File: src/rtl/tbics_pkg.sv
`timescale 1ns / 1ps
// Shared constants, codes and types of the two-branch inverse-CDF sampler.
package tbics_pkg;

  localparam int MAX_BINS  = 1024;
  localparam int IDX_W     = $clog2(MAX_BINS);
  localparam int CNT_W     = IDX_W + 1;
  localparam int PFX_W     = 42;
  localparam int LA_W      = 32;
  localparam int BW_W      = 33;
  localparam int OUT_IDX_W = 10;

  typedef enum logic [1:0] {
    OP_CLEAR  = 2'd0,
    OP_APPEND = 2'd1,
    OP_SAMPLE = 2'd2
  } opcode_t;

  typedef enum logic [1:0] {
    ST_OK    = 2'd0,
    ST_EMPTY = 2'd1,
    ST_FULL  = 2'd2
  } status_t;

  // one table row: prefix sum, LA weight, bin weight (LA + TA)
  typedef struct packed {
    logic [PFX_W-1:0] prefix;
    logic [LA_W-1:0]  la;
    logic [BW_W-1:0]  weight;
  } entry_t;

  typedef struct packed {
    logic             en;
    logic [IDX_W-1:0] addr;
    entry_t           data;
  } tbl_wr_t;

  // midpoint of a bisection interval, rounded down
  function automatic logic [IDX_W-1:0] mid_of(input logic [IDX_W-1:0] lo,
                                              input logic [IDX_W-1:0] hi);
    logic [IDX_W:0] s;
    s = {1'b0, lo} + {1'b0, hi};
    return s[IDX_W:1];
  endfunction

endpackage

File: src/rtl/tbics_mul.sv
`timescale 1ns / 1ps
// Shared 32x32 unsigned multiplier with a registered product.
module tbics_mul import tbics_pkg::*; (
  input  logic        clk,
  input  logic [31:0] a,
  input  logic [31:0] b,
  output logic [63:0] prod_r
);

  always_ff @(posedge clk) begin
    prod_r <= {32'd0, a} * {32'd0, b};
  end

endmodule

File: config.mk
export PLATFORM = sky130hd
export DESIGN_NAME = tbics_mul
export DESIGN_NICKNAME = d
export VERILOG_FILES = /design/src/rtl/tbics_pkg.sv /design/src/rtl/tbics_mul.sv
export SDC_FILE = /design/constraint.sdc
export NUM_CORES = 2
export LEC_CHECK = 0
export ABC_AREA = 1
export BUFFER_PORTS_ARGS = -buffer_cell sky130_fd_sc_hd__buf_2
export CORE_MARGIN = 2
export CORE_UTILIZATION = 45
export CTS_CLUSTER_DIAMETER = 120
export DETAILED_ROUTE_END_ITERATION = 6
export PLACE_DENSITY = 0.58
export SYNTH_ARGS = -nofsm -noshare
export SYNTH_HDL_FRONTEND = slang
export SYNTH_SLANG_ARGS = --single-unit
File: constraint.sdc
create_clock -name clk -period 10.5 [get_ports clk]
set_clock_uncertainty 0.15 [all_clocks]
set_input_delay 2.1 -clock clk [delete_from_list [all_inputs] [get_ports clk]]
set_output_delay 2.1 -clock clk [all_outputs]
set_load 0.01 [all_outputs]
# After elaboration in Yosys (flattened, before gate mapping)
# Cells that the tools add are included.
classes:
  multipliers: 1
op_table:
  columns: ["op", "n"]
  rows:
  - ["32-bit by 32-bit multiplier with 64-bit output", 1]
totals:
  regBits: 64
  input_bits: 65
  output_inout_bits: 64
  elab_cells: 2

# Depth between registers and ports, before layout
logic_depth:
  depth_word: 1
  mapped_depth: 30
  mapped_depth_nobuf: 29

# Worst setup path before layout
# No wires, ideal clock.
synth_path:
  kind: "input -> register"
  start: "input port a[25]"
  end: "register prod_r[60]"
  setup_time_ns: 0.112
  t_arrival_ns: 7.802
  t_required_ns: 10.238
  slack_ns: 2.436
  path_stages: 26
  n_path_buf: 1
  path_cell_list: "clkbuf_1 nand2_1 fa_1 inv_1 fa_1 inv_1 fa_1 inv_1 fa_1 fa_1 fa_1 fa_1 inv_1 fa_1 inv_1 ha_1 nand2_1 nand2_1 a21oi_1 nand2_1 nand2_1 nand2_1 a21oi_1 nand2_1 nand2_1 nand2_1"
synth_via:
  elab_chain_cells: 1
synth_rtl:
  columns: ["element", "line_no", "rtl"]
  rows:
  - ["start, declared", "tbics_mul.sv:5", "input logic [31:0] a,"]
  - ["32-bit by 32-bit multiplier with 64-bit output", "tbics_mul.sv:11", "prod_r <= {32'd0, a} * {32'd0, b};"]
  - ["end signal, assigned", "tbics_mul.sv:11", null]
  - ["end, declared", "tbics_mul.sv:7", "output logic [63:0] prod_r"]
# Every way passes these cells.

# Worst setup path in the final report
layout_path:
  start: "input port a[14]"
  end: "register prod_r[26]"
# The elaborated chain is that of the path after synthesis.

==> metrics.txt <==
area of the multi-input gates 28,900 µm²; # Post-CTS Setup Buffers 0; critical path arrival 8.93 ns; CTS max path bufs 2; Hold Path Class input pin to register; Via Count 28.8k; share of cells above drive strength 1 0.0456; CTS Hold Buffers Added 0; biggest regs prod_r (64); Crit Path Max Fanout 32; register area 1280 µm²; Core Area 82,200 µm²; syn_area_per_cell 7.45 µm²; Warnings, synthesis 0; final hold violations 0; Max Cap Viol 0; # setup viols final 0; final setup TNS 0 ns; cell row count 105; Fmax 0.113 GHz; Post-synth EDFFs 0; vias in the first global route 31.0k; largest net degree at the start of global routing 33; asr flop ratio synth 0; crit path time final 8.89 ns; CTS tree built; CTS Buf Count 9; vias per cell 4.75; Biggest register prod_r; Seq/Total Area, Yosys 0.0343; Startpoint Class input pin; clock-pin slew on the worst setup and hold paths 0.05 ns; nets@finish 6,216; Die Area 85,400 µm²; Mapped Cells 5,023; CTS HTree Levels 3; Hold Crit Endpoint prod_r[0]; DR pass1 iterations 5; worst setup path class input pin to register; Ports 129; area grow syn2layout 4.59%; Filler cells 8,486; synthesized area 37,400 µm²; CTS-repair resized insts 0; gr ovfl total 0; post-synth cell types 23; WL per Instance 17.0 µm; DRT antenna net count 0; most frequent CP cell fa_1; final worst-path cycle share 0.846; RSZ-0062 raised after global routing false; status finished clean; max reg flops 64; Worst Path Required 10.55 ns; Sink Count 64; max incr delay on CP 0.68 ns; Most used DFF post-synth dfxtp_1; Worst Hold Launch a[0]; max_slew headroom 0.395; Slew @ Worst Pin 0.907 ns; final slew viol count 0; CTS root buf clkbuf_16; Iteration-0 DRC Markers 1,594; CP Capture Type register; Port-buffer cells 128; critical path cell sequence buf_2, nand2_1, inv_1, fa_1, fa_1, inv_1, fa_1, fa_1, fa_1, inv_1, fa_1, fa_1, fa_1, ha_1, nand2_1, inv_1, nand2_1, nand2_1, a21oi_1, nand3_2, xor2_1; area leader, netlist fa_1; post-DP HPWL 88,100 µm; most frequent cell after synthesis inv_1; antenna violations before repair 2; total detailed-routing wirelength 103,000 µm; register bit count reported by yosys 64; Synth top cells by count 1,723 x inv_1, 1,566 x nand2_1, 896 x fa_1, 263 x ha_1, 192 x clkbuf_1; GPL Wtd Cong 0.933; Die Width 292 µm; GRT Resource Usage Total 0.254; Remaining DRCs 0; Initial Util 0.455; global-route wire length before repair 169,000 µm; share of the synthesized area in the top cell type 0.480; count of cells along the worst hold path 4; Crit-path slowest cell buf_2; syn nets 6,247; Die Y 292 µm; top area cells in the synthesized netlist fa_1 48%, inv_1 17%, nand2_1 16%
[layout by cell type, fill, tap and decap left out]
cell / instances
clkbuf_16: 9
nand3_1: 56
nor2_2: 14
o21bai_1: 11
nor3_1: 11
nor2_1: 81
nor3_2: 6
xor2_1: 33
bufinv_16: 1
nand2_2: 15
a21oi_1: 43
inv_2: 12
fa_1: 896
o21ai_0: 2
clkinv_4: 2
xnor2_1: 2
nor3_4: 1
nor2_4: 6
buf_2: 128
clkbuf_1: 2
o21bai_2: 1
buf_4: 22
clkinv_2: 2
diode_2: 1
ha_1: 263
nand3_2: 9
nand2_1: 1566
nand4_1: 16
inv_1: 1723
dfxtp_1: 64
[metal layers]
metal | vias to the layer above | track usage | routed length, µm
li1 | 13600 | - | -
met1 | 14400 | 0.340 | 43700
met2 | 706 | 0.450 | 52000
met3 | 143 | 0.0206 | 4840
met4 | 2 | 0.0562 | 2590
met5 | - | 0 | 20
[worst max-delay path: cells and delay by family]
family	cells	cell delay, ns
AOI/OAI and AO/OA	1	0.32
xor gates and xnor gates	1	0.41
adders and majority gates	9	4.46
buffers and inverters	5	0.95
and+or+nand+nor	5	0.69
[worst max path at each step]
stage / startpoint / end / slack [ns] / depth (start not counted)
finish: a[14] / prod_r[26] / 1.61 / 21
global route: b[11] / prod_r[60] / 1.40 / 26
CTS: a[19] / prod_r[32] / 1.72 / 23
detailed placement: b[9] / prod_r[60] / 1.39 / 26
global placement: a[19] / prod_r[32] / 1.29 / 23
floorplan: a[25] / prod_r[60] / 2.44 / 26
[metrics by stage]
stage / area, µm² / utilization / instances / worst slack (ns) / hold slack, ns
after global routing: 39100 / 0.476 / 6067 / 1.40 / 2.33
after detailed placement: 38800 / 0.472 / 6051 / 1.39 / 2.35
after floorplan: 37400 / - / 5023 / 2.44 / 2.05
after CTS: 39100 / 0.476 / 6067 / 1.72 / 2.30
final: 39100 / 0.476 / 6068 / 1.61 / 2.31
after global placement: 38800 / 0.472 / 6051 / 1.29 / 2.34
[area by class of cell]
cell class	instances	share of cell area
Antenna cell	1	0.0000640
Clock buffer	11	0.00595
Clock inverter	5	0.00147
Inverter	1735	0.166
Multi-Input combinational cell	3032	0.738
Sequential cell	64	0.0328
Tap cell	1070	0.0342
Timing Repair Buffer	150	0.0206
[kinds of logic (layout without fill, tap and decap cells)]
family / count (synthesis) / count (layout) / synth area share
AOI/OAI and AO/OA: 57 / 57 / 0.00853
xor gates and xnor gates: 35 / 35 / 0.00820
adders and majority gates: 1159 / 1159 / 0.568
buffers and inverters: 1927 / 1901 / 0.193
DFF: 64 / 64 / 0.0343
other: 0 / 1 / 0
and+or+nand+nor: 1781 / 1781 / 0.188
Power is not shown: default switching activity piles up to over one toggle a cycle in this logic, so the estimate is an artifact.
